<file path="config.mk">
export PLATFORM = sky130hd
export DESIGN_NAME = two_opt_tour_move_engine_top
export DESIGN_NICKNAME = d
export VERILOG_FILES = /design/src/sv/tsp2opt_pkg.sv /design/src/sv/two_opt_tour_move_engine_top.sv /design/src/sv/tsp2opt_dist.sv /design/src/sv/tsp2opt_ctrl.sv /design/src/sv/tsp2opt_dp.sv
export VERILOG_INCLUDE_DIRS = /design/src /design/src/sv
export SDC_FILE = /design/constraint.sdc
export NUM_CORES = 2
export LEC_CHECK = 0
export ABC_AREA = 0
export BUFFER_PORTS_ARGS = -buffer_cell sky130_fd_sc_hd__buf_2
export CAP_MARGIN = 20
export CORE_MARGIN = 5
export CORE_UTILIZATION = 40
export CTS_BUF_LIST = sky130_fd_sc_hd__clkbuf_8
export DETAILED_ROUTE_END_ITERATION = 8
export PLACE_DENSITY_LB_ADDON = 0.2
export SYNTH_ARGS = -nofsm -noshare
export SYNTH_HDL_FRONTEND = slang
export SYNTH_SLANG_ARGS = --single-unit
export TNS_END_PERCENT = 50
</file>
<file path="constraint.sdc">
create_clock -name aclk -period 7.8 [get_ports aclk]
set_input_delay 0.78 -clock aclk [delete_from_list [all_inputs] [get_ports aclk]]
set_output_delay 0.78 -clock aclk [all_outputs]
set_load 0.02 [all_outputs]
</file>
<file path="src/sv/two_opt_tour_move_engine_top_macros.svh">
// Assertion macros for the 2-opt tour move engine.
// Used by the top level; expects aclk and aresetn in scope.
`ifndef TWO_OPT_TOUR_MOVE_ENGINE_TOP_MACROS_SVH
`define TWO_OPT_TOUR_MOVE_ENGINE_TOP_MACROS_SVH

// Check that cons holds in the same cycle as ante.
`define TSP_ASSERT_SAME(lbl, ante, cons, msg) \
    lbl: assert property (@(posedge aclk) disable iff (!aresetn) (ante) |-> (cons)) \
        else $error(msg);

// Check that cons holds in the cycle after ante.
`define TSP_ASSERT_NEXT(lbl, ante, cons, msg) \
    lbl: assert property (@(posedge aclk) disable iff (!aresetn) (ante) |=> (cons)) \
        else $error(msg);

`endif

</file>
<file path="src/sv/tsp2opt_pkg.sv">
// Shared types and constants of the 2-opt tour move engine.
// No dependencies; imported by every module of the block.
`timescale 1ns / 1ps

package tsp2opt_pkg;

    localparam int MAX_CITIES = 64;
    localparam int CITY_W     = 6;
    localparam int COUNT_W    = 7;
    localparam int COORD_BITS = 16;
    localparam int FRAC_BITS  = 8;
    localparam int DELTA_W    = 27;
    localparam int ACC_W      = DELTA_W + 1;
    localparam int SQ_PAIRS   = COORD_BITS + FRAC_BITS + 1;
    localparam int V_W        = 2 * SQ_PAIRS;
    localparam int ROOT_W     = SQ_PAIRS;
    localparam int REM_W      = ROOT_W + 1;
    localparam int DIST_W     = ROOT_W + 1;
    localparam int ITER_W     = $clog2(SQ_PAIRS + 1);
    localparam int MIN_CITIES = 3;
    localparam int IN_W       = 48;
    localparam int OUT_W      = 40;

    typedef enum logic [1:0] {
        ACT_APPEND = 2'd0,
        ACT_MOVE   = 2'd1,
        ACT_READ   = 2'd2,
        ACT_NONE   = 2'd3
    } action_t;

    typedef enum logic [2:0] {
        RD_A, RD_C, RD_P, RD_Q, RD_NOW, RD_RP
    } rd_sel_t;

    typedef enum logic [3:0] {
        S_IDLE, S_DECODE, S_APP2, S_MV_RC, S_MV_CHK, S_D_RP, S_D_RQ, S_D_GO,
        S_D_WAIT, S_MV_DEC, S_W_CHK, S_W_WR, S_L1, S_L2, S_RD_TAKE, S_DONE
    } ctrl_state_t;

    typedef enum logic [2:0] {
        DP_IDLE, DP_SQUARE, DP_SUM, DP_ROOT, DP_ROUND
    } dist_phase_t;

    typedef struct packed {
        logic    latch;
        logic    fail;
        logic    rd_en;
        rd_sel_t rd_sel;
        logic    cap_b;
        logic    cap_d;
        logic    cap_p;
        logic    dist_start;
        logic    dist_acc;
        logic    set_delta;
        logic    app_first;
        logic    app_second;
        logic    walk_init;
        logic    walk_step;
        logic    link1;
        logic    link2;
        logic    rd_take;
        logic    out_load;
    } ctrl_cmd_t;

    typedef struct packed {
        action_t action;
        logic    app_bad;
        logic    move_bad;
        logic    read_bad;
        logic    empty;
        logic    adjacent;
        logic    dist_done;
        logic    dist_last;
        logic    delta_neg;
        logic    walk_end;
        logic    out_free;
    } dp_status_t;

endpackage

</file>
<file path="src/sv/two_opt_tour_move_engine_top.sv">
// 2-opt tour move engine, one word in and one word out per item.
// A move on non-adjacent edges computes four distances in the square root unit and, when
// applied, then reverses the segment one city at a time before relinking.
// One item at a time: the next word is taken in the cycle after the result is loaded.
// Reset (aresetn low, synchronous) empties the tour and sets city_count to 64.
`timescale 1ns / 1ps
`include "two_opt_tour_move_engine_top_macros.svh"

module two_opt_tour_move_engine_top (
    input  logic                                aclk,
    input  logic                                aresetn,
    input  logic                                s_tvalid,
    output logic                                s_tready,
    // fields from bit 0: action[2], city_a[6], city_c[6], x_coord[16], y_coord[16]
    input  logic [tsp2opt_pkg::IN_W-1:0]         s_tdata,
    output logic                                m_tvalid,
    input  logic                                m_tready,
    // fields from bit 0: status[1], accepted[1], delta[27], tour_city[6]
    output logic [tsp2opt_pkg::OUT_W-1:0]        m_tdata,
    input  logic                                cfg_wen,
    input  logic [tsp2opt_pkg::COUNT_W-1:0]      cfg_wdata
);
    import tsp2opt_pkg::*;

    ctrl_cmd_t  cmd;
    dp_status_t st;

    tsp2opt_ctrl u_ctrl (
        .aclk     (aclk),
        .aresetn  (aresetn),
        .s_tvalid (s_tvalid),
        .s_tready (s_tready),
        .st       (st),
        .cmd      (cmd)
    );

    tsp2opt_dp u_dp (
        .aclk      (aclk),
        .aresetn   (aresetn),
        .s_tdata   (s_tdata),
        .cfg_wen   (cfg_wen),
        .cfg_wdata (cfg_wdata),
        .cmd       (cmd),
        .st        (st),
        .m_tready  (m_tready),
        .m_tvalid  (m_tvalid),
        .m_tdata   (m_tdata)
    );

    `TSP_ASSERT_NEXT(a_one_item, s_tvalid && s_tready, !s_tready, "second word taken while busy")
    `TSP_ASSERT_SAME(a_fail_idle, m_tvalid && m_tdata[0], !m_tdata[1], "invalid item applied")
    `TSP_ASSERT_SAME(a_neg_move, m_tvalid && m_tdata[1], m_tdata[28], "applied move not negative")

endmodule

</file>
<file path="src/sv/tsp2opt_dist.sv">
// Euclidean distance unit: |p - q| rounded, 8 fractional bits.
// Restoring square root, one bit pair per cycle; uses tsp2opt_pkg.
`timescale 1ns / 1ps

module tsp2opt_dist (
    input  logic                              aclk,
    input  logic                              aresetn,
    input  logic                              start,
    input  logic [tsp2opt_pkg::COORD_BITS-1:0] px,
    input  logic [tsp2opt_pkg::COORD_BITS-1:0] py,
    input  logic [tsp2opt_pkg::COORD_BITS-1:0] qx,
    input  logic [tsp2opt_pkg::COORD_BITS-1:0] qy,
    output logic                              done,
    output logic [tsp2opt_pkg::DIST_W-1:0]     dist_val
);
    import tsp2opt_pkg::*;

    dist_phase_t               phase_reg;
    logic [ITER_W-1:0]         iter_reg;
    logic [COORD_BITS-1:0]     dx_reg, dy_reg;
    logic [2*COORD_BITS-1:0]   sqx_reg, sqy_reg;
    logic [V_W-1:0]            v_reg;
    logic [ROOT_W-1:0]         root_reg;
    logic [REM_W-1:0]          rem_reg;
    logic [DIST_W-1:0]         dist_reg;
    logic                      done_reg;

    logic [REM_W+1:0]          rem_sh;
    logic [REM_W+1:0]          trial;
    logic                      take;
    logic [REM_W+1:0]          rem_diff;
    logic [2*COORD_BITS:0]     sum_sq;

    // One restoring step
    always_comb begin
        rem_sh   = {rem_reg, v_reg[V_W-1 -: 2]};
        trial    = {1'b0, root_reg, 2'b01};
        take     = (rem_sh >= trial);
        rem_diff = take ? (rem_sh - trial) : rem_sh;
        sum_sq   = {1'b0, sqx_reg} + {1'b0, sqy_reg};
    end

    // Control: phase and done pulse
    always_ff @(posedge aclk) begin
        if (!aresetn) begin
            phase_reg <= DP_IDLE;
            done_reg  <= 1'b0;
        end else begin
            done_reg <= (phase_reg == DP_ROUND);
            unique case (phase_reg)
                DP_IDLE:   if (start) phase_reg <= DP_SQUARE;
                DP_SQUARE: phase_reg <= DP_SUM;
                DP_SUM:    phase_reg <= DP_ROOT;
                DP_ROOT:   if (iter_reg == ITER_W'(1)) phase_reg <= DP_ROUND;
                DP_ROUND:  phase_reg <= DP_IDLE;
                default:   phase_reg <= DP_IDLE;
            endcase
        end
    end

    // Datapath registers
    always_ff @(posedge aclk) begin
        unique case (phase_reg)
            DP_IDLE: begin
                if (start) begin
                    dx_reg <= (px > qx) ? (px - qx) : (qx - px);
                    dy_reg <= (py > qy) ? (py - qy) : (qy - py);
                end
            end
            DP_SQUARE: begin
                sqx_reg <= dx_reg * dx_reg;
                sqy_reg <= dy_reg * dy_reg;
            end
            DP_SUM: begin
                v_reg    <= {1'b0, sum_sq, {(2*FRAC_BITS){1'b0}}};
                root_reg <= '0;
                rem_reg  <= '0;
                iter_reg <= ITER_W'(SQ_PAIRS);
            end
            DP_ROOT: begin
                v_reg    <= {v_reg[V_W-3:0], 2'b00};
                rem_reg  <= rem_diff[REM_W-1:0];
                root_reg <= {root_reg[ROOT_W-2:0], take};
                iter_reg <= iter_reg - ITER_W'(1);
            end
            DP_ROUND: begin
                dist_reg <= (rem_reg > {1'b0, root_reg}) ? ({1'b0, root_reg} + DIST_W'(1))
                                                         : {1'b0, root_reg};
            end
            default: ;
        endcase
    end

    assign done     = done_reg;
    assign dist_val = dist_reg;

endmodule

</file>
<file path="src/sv/tsp2opt_ctrl.sv">
// Controller of the 2-opt tour move engine: sequences append, move and read.
// Drives command words into the datapath; uses tsp2opt_pkg.
`timescale 1ns / 1ps

module tsp2opt_ctrl (
    input  logic                    aclk,
    input  logic                    aresetn,
    input  logic                    s_tvalid,
    output logic                    s_tready,
    input  tsp2opt_pkg::dp_status_t st,
    output tsp2opt_pkg::ctrl_cmd_t  cmd
);
    import tsp2opt_pkg::*;

    ctrl_state_t state_reg, state_next;

    always_ff @(posedge aclk) begin
        if (!aresetn) begin
            state_reg <= S_IDLE;
        end else begin
            state_reg <= state_next;
        end
    end

    // Next state
    always_comb begin
        state_next = state_reg;
        unique case (state_reg)
            S_IDLE: if (s_tvalid) state_next = S_DECODE;
            S_DECODE: begin
                unique case (st.action)
                    ACT_APPEND: begin
                        if (st.app_bad || st.empty) state_next = S_DONE;
                        else                        state_next = S_APP2;
                    end
                    ACT_MOVE: state_next = st.move_bad ? S_DONE : S_MV_RC;
                    ACT_READ: state_next = st.read_bad ? S_DONE : S_RD_TAKE;
                    default:  state_next = S_DONE;
                endcase
            end
            S_APP2:    state_next = S_DONE;
            S_MV_RC:   state_next = S_MV_CHK;
            S_MV_CHK:  state_next = st.adjacent ? S_DONE : S_D_RQ;
            S_D_RP:    state_next = S_D_RQ;
            S_D_RQ:    state_next = S_D_GO;
            S_D_GO:    state_next = S_D_WAIT;
            S_D_WAIT: begin
                if (st.dist_done) state_next = st.dist_last ? S_MV_DEC : S_D_RP;
            end
            S_MV_DEC:  state_next = st.delta_neg ? S_W_CHK : S_DONE;
            S_W_CHK:   state_next = st.walk_end ? S_L1 : S_W_WR;
            S_W_WR:    state_next = S_W_CHK;
            S_L1:      state_next = S_L2;
            S_L2:      state_next = S_DONE;
            S_RD_TAKE: state_next = S_DONE;
            S_DONE:    if (st.out_free) state_next = S_IDLE;
            default:   state_next = S_IDLE;
        endcase
    end

    // Commands
    always_comb begin
        cmd        = '0;
        cmd.rd_sel = RD_A;
        s_tready   = 1'b0;
        unique case (state_reg)
            S_IDLE: begin
                s_tready  = 1'b1;
                cmd.latch = s_tvalid;
            end
            S_DECODE: begin
                unique case (st.action)
                    ACT_APPEND: begin
                        cmd.fail      = st.app_bad;
                        cmd.app_first = !st.app_bad;
                    end
                    ACT_MOVE: begin
                        cmd.fail   = st.move_bad;
                        cmd.rd_en  = !st.move_bad;
                        cmd.rd_sel = RD_A;
                    end
                    ACT_READ: begin
                        cmd.fail   = st.read_bad;
                        cmd.rd_en  = !st.read_bad;
                        cmd.rd_sel = RD_RP;
                    end
                    default: cmd.fail = 1'b1;
                endcase
            end
            S_APP2: cmd.app_second = 1'b1;
            S_MV_RC: begin
                cmd.cap_b  = 1'b1;
                cmd.rd_en  = 1'b1;
                cmd.rd_sel = RD_C;
            end
            S_MV_CHK: begin
                cmd.cap_d  = 1'b1;
                cmd.rd_en  = !st.adjacent;
                cmd.rd_sel = RD_P;
            end
            S_D_RP: begin
                cmd.rd_en  = 1'b1;
                cmd.rd_sel = RD_P;
            end
            S_D_RQ: begin
                cmd.cap_p  = 1'b1;
                cmd.rd_en  = 1'b1;
                cmd.rd_sel = RD_Q;
            end
            S_D_GO:   cmd.dist_start = 1'b1;
            S_D_WAIT: cmd.dist_acc   = st.dist_done;
            S_MV_DEC: begin
                cmd.set_delta = 1'b1;
                cmd.walk_init = st.delta_neg;
            end
            S_W_CHK: begin
                cmd.rd_en  = !st.walk_end;
                cmd.rd_sel = RD_NOW;
            end
            S_W_WR:    cmd.walk_step = 1'b1;
            S_L1:      cmd.link1     = 1'b1;
            S_L2:      cmd.link2     = 1'b1;
            S_RD_TAKE: cmd.rd_take   = 1'b1;
            S_DONE:    cmd.out_load  = st.out_free;
            default: ;
        endcase
    end

endmodule

</file>
<file path="src/sv/tsp2opt_dp.sv">
// Datapath of the 2-opt tour move engine: tour tables, coordinates, result word.
// Instantiates tsp2opt_dist; uses tsp2opt_pkg.
`timescale 1ns / 1ps

module tsp2opt_dp (
    input  logic                              aclk,
    input  logic                              aresetn,
    input  logic [tsp2opt_pkg::IN_W-1:0]       s_tdata,
    input  logic                              cfg_wen,
    input  logic [tsp2opt_pkg::COUNT_W-1:0]    cfg_wdata,
    input  tsp2opt_pkg::ctrl_cmd_t            cmd,
    output tsp2opt_pkg::dp_status_t           st,
    input  logic                              m_tready,
    output logic                              m_tvalid,
    output logic [tsp2opt_pkg::OUT_W-1:0]      m_tdata
);
    import tsp2opt_pkg::*;

    // Tour tables and coordinates
    logic [CITY_W-1:0]     succ_mem [MAX_CITIES];
    logic [CITY_W-1:0]     pred_mem [MAX_CITIES];
    logic [COORD_BITS-1:0] x_mem    [MAX_CITIES];
    logic [COORD_BITS-1:0] y_mem    [MAX_CITIES];
    logic [CITY_W-1:0]     succ_rd_reg, pred_rd_reg;
    logic [COORD_BITS-1:0] x_rd_reg, y_rd_reg;

    logic [COUNT_W-1:0]    city_count_reg, loaded_count_reg;
    logic [CITY_W-1:0]     first_reg, last_reg, rp_reg;
    logic [MAX_CITIES-1:0] flag_reg;

    action_t               action_reg;
    logic [CITY_W-1:0]     a_reg, c_reg, b_reg, d_reg, now_reg;
    logic [COORD_BITS-1:0] x_in_reg, y_in_reg, px_reg, py_reg;
    logic [COUNT_W-1:0]    guard_reg;
    logic [1:0]            dk_reg;
    logic signed [ACC_W-1:0] acc_reg;

    logic                  res_status_reg, res_acc_reg;
    logic [DELTA_W-1:0]    res_delta_reg;
    logic [CITY_W-1:0]     res_city_reg;
    logic                  out_valid_reg;
    logic [OUT_W-1:0]      out_data_reg;

    logic [CITY_W-1:0]     rd_addr, p_city, q_city;
    logic                  succ_we, pred_we;
    logic [CITY_W-1:0]     succ_wa, succ_wd, pred_wa, pred_wd;
    logic                  empty, complete;
    logic [COUNT_W-1:0]    cfg_sat;
    logic                  dist_done;
    logic [DIST_W-1:0]     dist_val;
    logic signed [ACC_W-1:0] dist_ext;
    logic [DELTA_W-1:0]    delta_sat;

    tsp2opt_dist u_dist (
        .aclk     (aclk),
        .aresetn  (aresetn),
        .start    (cmd.dist_start),
        .px       (px_reg),
        .py       (py_reg),
        .qx       (x_rd_reg),
        .qy       (y_rd_reg),
        .done     (dist_done),
        .dist_val (dist_val)
    );

    // Endpoints of the current distance term
    always_comb begin
        unique case (dk_reg)
            2'd0:    begin p_city = a_reg; q_city = c_reg; end
            2'd1:    begin p_city = b_reg; q_city = d_reg; end
            2'd2:    begin p_city = a_reg; q_city = b_reg; end
            default: begin p_city = c_reg; q_city = d_reg; end
        endcase
    end

    // Read address select
    always_comb begin
        unique case (cmd.rd_sel)
            RD_A:    rd_addr = a_reg;
            RD_C:    rd_addr = c_reg;
            RD_P:    rd_addr = p_city;
            RD_Q:    rd_addr = q_city;
            RD_NOW:  rd_addr = now_reg;
            RD_RP:   rd_addr = rp_reg;
            default: rd_addr = a_reg;
        endcase
    end

    // Link write ports
    always_comb begin
        succ_we = 1'b1;
        pred_we = 1'b1;
        succ_wa = a_reg;
        succ_wd = c_reg;
        pred_wa = c_reg;
        pred_wd = a_reg;
        priority if (cmd.app_first) begin
            succ_wa = empty ? a_reg : last_reg;
            succ_wd = a_reg;
            pred_wa = a_reg;
            pred_wd = empty ? a_reg : last_reg;
        end else if (cmd.app_second) begin
            succ_wa = a_reg;
            succ_wd = first_reg;
            pred_wa = first_reg;
            pred_wd = a_reg;
        end else if (cmd.walk_step) begin
            succ_wa = now_reg;
            succ_wd = pred_rd_reg;
            pred_wa = now_reg;
            pred_wd = succ_rd_reg;
        end else if (cmd.link1) begin
            succ_wa = a_reg;
            succ_wd = c_reg;
            pred_wa = c_reg;
            pred_wd = a_reg;
        end else if (cmd.link2) begin
            succ_wa = b_reg;
            succ_wd = d_reg;
            pred_wa = d_reg;
            pred_wd = b_reg;
        end else begin
            succ_we = 1'b0;
            pred_we = 1'b0;
        end
    end

    always_ff @(posedge aclk) begin
        if (succ_we) succ_mem[succ_wa] <= succ_wd;
    end

    always_ff @(posedge aclk) begin
        if (pred_we) pred_mem[pred_wa] <= pred_wd;
    end

    always_ff @(posedge aclk) begin
        if (cmd.app_first) begin
            x_mem[a_reg] <= x_in_reg;
            y_mem[a_reg] <= y_in_reg;
        end
    end

    // Registered reads
    always_ff @(posedge aclk) begin
        if (cmd.rd_en) begin
            succ_rd_reg <= succ_mem[rd_addr];
            pred_rd_reg <= pred_mem[rd_addr];
            x_rd_reg    <= x_mem[rd_addr];
            y_rd_reg    <= y_mem[rd_addr];
        end
    end

    // Clamp written city count to the legal range
    always_comb begin
        priority if (cfg_wdata < COUNT_W'(MIN_CITIES)) cfg_sat = COUNT_W'(MIN_CITIES);
        else if (cfg_wdata > COUNT_W'(MAX_CITIES))    cfg_sat = COUNT_W'(MAX_CITIES);
        else                                          cfg_sat = cfg_wdata;
    end

    // Tour bookkeeping
    always_ff @(posedge aclk) begin
        if (!aresetn) begin
            city_count_reg   <= COUNT_W'(MAX_CITIES);
            loaded_count_reg <= '0;
            first_reg        <= '0;
            last_reg         <= '0;
            rp_reg           <= '0;
            flag_reg         <= '0;
        end else if (cfg_wen) begin
            city_count_reg   <= cfg_sat;
            loaded_count_reg <= '0;
            first_reg        <= '0;
            last_reg         <= '0;
            rp_reg           <= '0;
            flag_reg         <= '0;
        end else begin
            if (cmd.app_first) begin
                flag_reg[a_reg]  <= 1'b1;
                last_reg         <= a_reg;
                loaded_count_reg <= loaded_count_reg + COUNT_W'(1);
                if (empty) first_reg <= a_reg;
            end
            if (cmd.rd_take) rp_reg <= succ_rd_reg;
        end
    end

    assign dist_ext = ACC_W'(signed'({1'b0, dist_val}));

    // Saturate the accumulated change to the result width
    always_comb begin
        if (acc_reg[ACC_W-1] != acc_reg[ACC_W-2]) begin
            delta_sat = {acc_reg[ACC_W-1], {(DELTA_W-1){!acc_reg[ACC_W-1]}}};
        end else begin
            delta_sat = acc_reg[DELTA_W-1:0];
        end
    end

    // Item fields, move working registers and result fields
    always_ff @(posedge aclk) begin
        if (cmd.latch) begin
            action_reg     <= action_t'(s_tdata[1:0]);
            a_reg          <= s_tdata[7:2];
            c_reg          <= s_tdata[13:8];
            x_in_reg       <= s_tdata[29:14];
            y_in_reg       <= s_tdata[45:30];
            dk_reg         <= '0;
            acc_reg        <= '0;
            res_status_reg <= 1'b0;
            res_acc_reg    <= 1'b0;
            res_delta_reg  <= '0;
            res_city_reg   <= '0;
        end
        if (cmd.fail)  res_status_reg <= 1'b1;
        if (cmd.cap_b) b_reg <= succ_rd_reg;
        if (cmd.cap_d) d_reg <= succ_rd_reg;
        if (cmd.cap_p) begin
            px_reg <= x_rd_reg;
            py_reg <= y_rd_reg;
        end
        if (cmd.dist_acc) begin
            acc_reg <= dk_reg[1] ? (acc_reg - dist_ext) : (acc_reg + dist_ext);
            dk_reg  <= dk_reg + 2'd1;
        end
        if (cmd.set_delta) begin
            res_delta_reg <= delta_sat;
            res_acc_reg   <= acc_reg[ACC_W-1];
        end
        if (cmd.walk_init) begin
            now_reg   <= c_reg;
            guard_reg <= '0;
        end
        if (cmd.walk_step) begin
            now_reg   <= pred_rd_reg;
            guard_reg <= guard_reg + COUNT_W'(1);
        end
        if (cmd.rd_take) res_city_reg <= rp_reg;
    end

    // Output word register
    always_ff @(posedge aclk) begin
        if (!aresetn) begin
            out_valid_reg <= 1'b0;
        end else if (cmd.out_load) begin
            out_valid_reg <= 1'b1;
        end else if (m_tready) begin
            out_valid_reg <= 1'b0;
        end
    end

    always_ff @(posedge aclk) begin
        if (cmd.out_load) begin
            out_data_reg <= {5'b0, res_city_reg, res_delta_reg, res_acc_reg, res_status_reg};
        end
    end

    assign m_tvalid = out_valid_reg;
    assign m_tdata  = out_data_reg;

    // Status back to the controller
    assign empty    = (loaded_count_reg == '0);
    assign complete = (loaded_count_reg == city_count_reg);

    always_comb begin
        st.action    = action_reg;
        st.app_bad   = ({1'b0, a_reg} >= city_count_reg) ||
                       (loaded_count_reg >= city_count_reg) || flag_reg[a_reg];
        st.move_bad  = !complete || ({1'b0, a_reg} >= city_count_reg) ||
                       ({1'b0, c_reg} >= city_count_reg) || (a_reg == c_reg);
        st.read_bad  = !complete;
        st.empty     = empty;
        st.adjacent  = (b_reg == c_reg) || (succ_rd_reg == a_reg);
        st.dist_done = dist_done;
        st.dist_last = (dk_reg == 2'd3);
        st.delta_neg = acc_reg[ACC_W-1];
        st.walk_end  = (now_reg == a_reg) || (guard_reg == COUNT_W'(MAX_CITIES));
        st.out_free  = !out_valid_reg || m_tready;
    end

endmodule

</file>
==> metrics.csv <==
metric,value,unit
pre_cts_ws,921,ps
drt-pass1-iter-count,6,
required,8680,ps
netlist_top_cells_area,"edfxtp_1, nand2_1, fa_1",
seq_area,100000,sq um
synthesis.instances,11739,
post-route-util,45.2,%
dieArea,399000,sq um
outcome,finished clean,
finalClockSkew,110,ps
setup_viol,0,
place_congestion,0.872,
synthFlopType,edfxtp_1,
clk_latency,1180,ps
r2r-end,u_dp.u_dist.sqy_reg[31]$_DFFE_PP_,
hold_class,input port to register,
final_nets,12876,
antenna_found_initial,33,
fin_crit,6890,ps
num_io_pins,102,
rsz0062_at_grt,no,
cap_violations,0,
drt_iter0_markers,9220,
synth_cell_types,90,
yosysTopAreaCell,edfxtp_1,
fp-row-count,228,
cts_tree,built,
cts.sinks,3378,
clk_pin_slew,60,ps
core-area,385000,sq um
dp_cells,16646,
r2r_slack,910,ps
dp_hpwl,274,mm
initial_utilization,40.1,%
syn_area_per_cell,13.2,sq um
vias,99093,
ys_top_cells_by_count,"edfxtp_1, nand2_1, a211oi_1",
worstMarginPinSlew,1200,ps
yosys.area_share.adder,7.35,%
portBuffers,94,
top_regs,"u_dp.x_mem (1024), u_dp.y_mem (1024)",
slew_headroom,18.9,%
min_path_cells,3,
die-width,632,um
dpl-instance-area,163000,sq um
grt_pass1_wl,659,mm
synth-edff-count,3272,
cts_buffer_depth,4,
multi_input_area,50000,sq um
cts_buffers,579,
p_leak,61.0,nW
yosysMostFrequentCell,edfxtp_1,
hold_viol_final,0,
synth_top_family_by_area,compound AO/OA/AOI/OAI gates,
power_density,387,nW/um^2
cts_setup_buffers,0,
finalNonFillerCells,17728,
cp-endpoint,u_dp.u_dist.sqy_reg[31]$_DFFE_PP_,
start_kind,register,
crit_path_start,u_dp.u_dist.dy_reg[3]$_DFFE_PP_,
via_per_inst,5.59,
r2r_start,u_dp.u_dist.dy_reg[3]$_DFFE_PP_,
synth_xor_area_share,1.41,%
clock-root-buffer,clkbuf_8,
grt-ovfl-total,0,
end_kind,register,
critPathMaxFanout,13,
seq_area_frac_synth,64.9,%
wl_per_cell,25.3,um
drc_errors,0,
cp.arrival,7760,ps
final_area,174000,sq um
htreeDepth,6,
grt_start_max_net_pins,194,
slew_viol_final,0,
wl,448,mm
yosys_warnings,0,
synthToLayoutAreaGrowth,12.6,%
min_period_over_period,88.3,%
synth.cell_area,155000,sq um
die_height,632,um
setup_tns,0,ps
antenna_left,0,
synthMuxAreaShare,0.642,%
yosys.area_share.simple,10.6,%
path_class,register to register,
first_global_vias,99616,
fill_cells,34417,
grt.total_usage,21.8,%
fmax,145,MHz
drive_above_1_share,11.3,%
synth_top_area_share,63.5,%
ir_drop,0.000669,V
r2r_cells,25,
synth_compound_area_share,11.5,%
synth_seq_cells,3378,
synth_async_sr_flop_share,0,%
worst_slack,915,ps
[cell usage in the layout (no fill, tap or decap), types with 112 or more instances in the layout]
master and n:
a211oi_1 726, a21oi_1 222, a311oi_1 706, and2_0 135, and2_1 661, buf_4 333, clkbuf_8 596, clkinv_1 129
edfxtp_1 3272, fa_1 331, ha_1 380, inv_1 859, nand2_1 1805, nor2_1 478, o21ai_0 131, o41ai_1 112
xnor2_1 179
[worst min path at each step]
stage | from | end | slack [ps]
2_1_floorplan | u_dp.res_delta_reg[8]$_SDFFCE_PN0P_ | u_dp.m_tdata[10]$_DFFE_PP_ | 400
3_3_place_gp | u_dp.res_delta_reg[8]$_SDFFCE_PN0P_ | u_dp.m_tdata[10]$_DFFE_PP_ | 410
3_5_place_dp | u_dp.res_delta_reg[21]$_SDFFCE_PN0P_ | u_dp.m_tdata[23]$_DFFE_PP_ | 400
4_1_cts | cfg_wen | u_dp.city_count_reg[1]$_SDFFE_PN0P_ | 4
5_1_grt | cfg_wdata[5] | u_dp.city_count_reg[5]$_SDFFE_PN0P_ | 100
6_report | cfg_wen | u_dp.city_count_reg[1]$_SDFFE_PN0P_ | 170
[report_power, final]
part	leakage [nW]	switching (W)	total (W)	internal, W
registers	30.3	0.000411	0.0227	0.0223
clock network	5.98	0.00739	0.0147	0.00727
logic	24.8	0.0213	0.0300	0.00873
[stage by stage]
step / hold slack, ps / total power (W)
finish: 174 / 0.0674
global route: 96.0 / 0.0709
CTS: 4.43 / 0.0678
detailed placement: 405 / 0.0530
global placement: 409 / 0.0525
floorplan: 400 / 0.0405
[cells by family after synthesis]
group | count (synthesis)
multiplexers | 89
AO/OA/AOI/OAI | 2337
AND/OR/NAND/NOR | 3554
flip-flops | 3378
XOR/XNOR | 249
buffers and inverters | 1420
adder cells (fa/ha/maj) | 711
other | 1
[routing by layer]
metal,vias up,track usage (%),share of wire [%]
met5,-,0,0.025
met4,16,7.38,3.5
met3,745,3.48,6.8
met2,3442,35.8,47
met1,50478,29.7,42
li1,44412,-,-
[cell type report]
type | instances | area share (%)
Sequential cell | 3378 | 57.6
Multi-Input combinational cell | 6945 | 28.7
Clock buffer | 596 | 4.71
Tap cell | 5175 | 3.72
Timing Repair Buffer | 525 | 2.54
Inverter | 676 | 1.46
Clock inverter | 422 | 1.25
Antenna cell | 11 | 0.0158
[critical path, cell delays in order (launching register included)]
cell and delay [ps]:
edfxtp_1 630, nand2_1 210, inv_1 80, fa_1 540, inv_1 60, fa_1 530, inv_1 60, fa_1 500
inv_1 60, fa_1 530, inv_1 50, fa_1 470, inv_1 50, fa_1 470, inv_1 40, ha_1 300
a21o_1 160, a21oi_1 240, a2bb2oi_1 230, o311ai_0 240, a21oi_1 350, o22ai_1 190, nor3_1 240, o21bai_1 120
a21oi_1 190, xnor2_1 80
[timing repair]
| action | 4_1_cts | 5_1_grt |
|---|---|---|
| hold buffers | 50 | 0 |
| gates resized for setup | 0 | 0 |
| hold endpoints to repair | 62 | 0 |
Power figures use the tool's default switching activity.
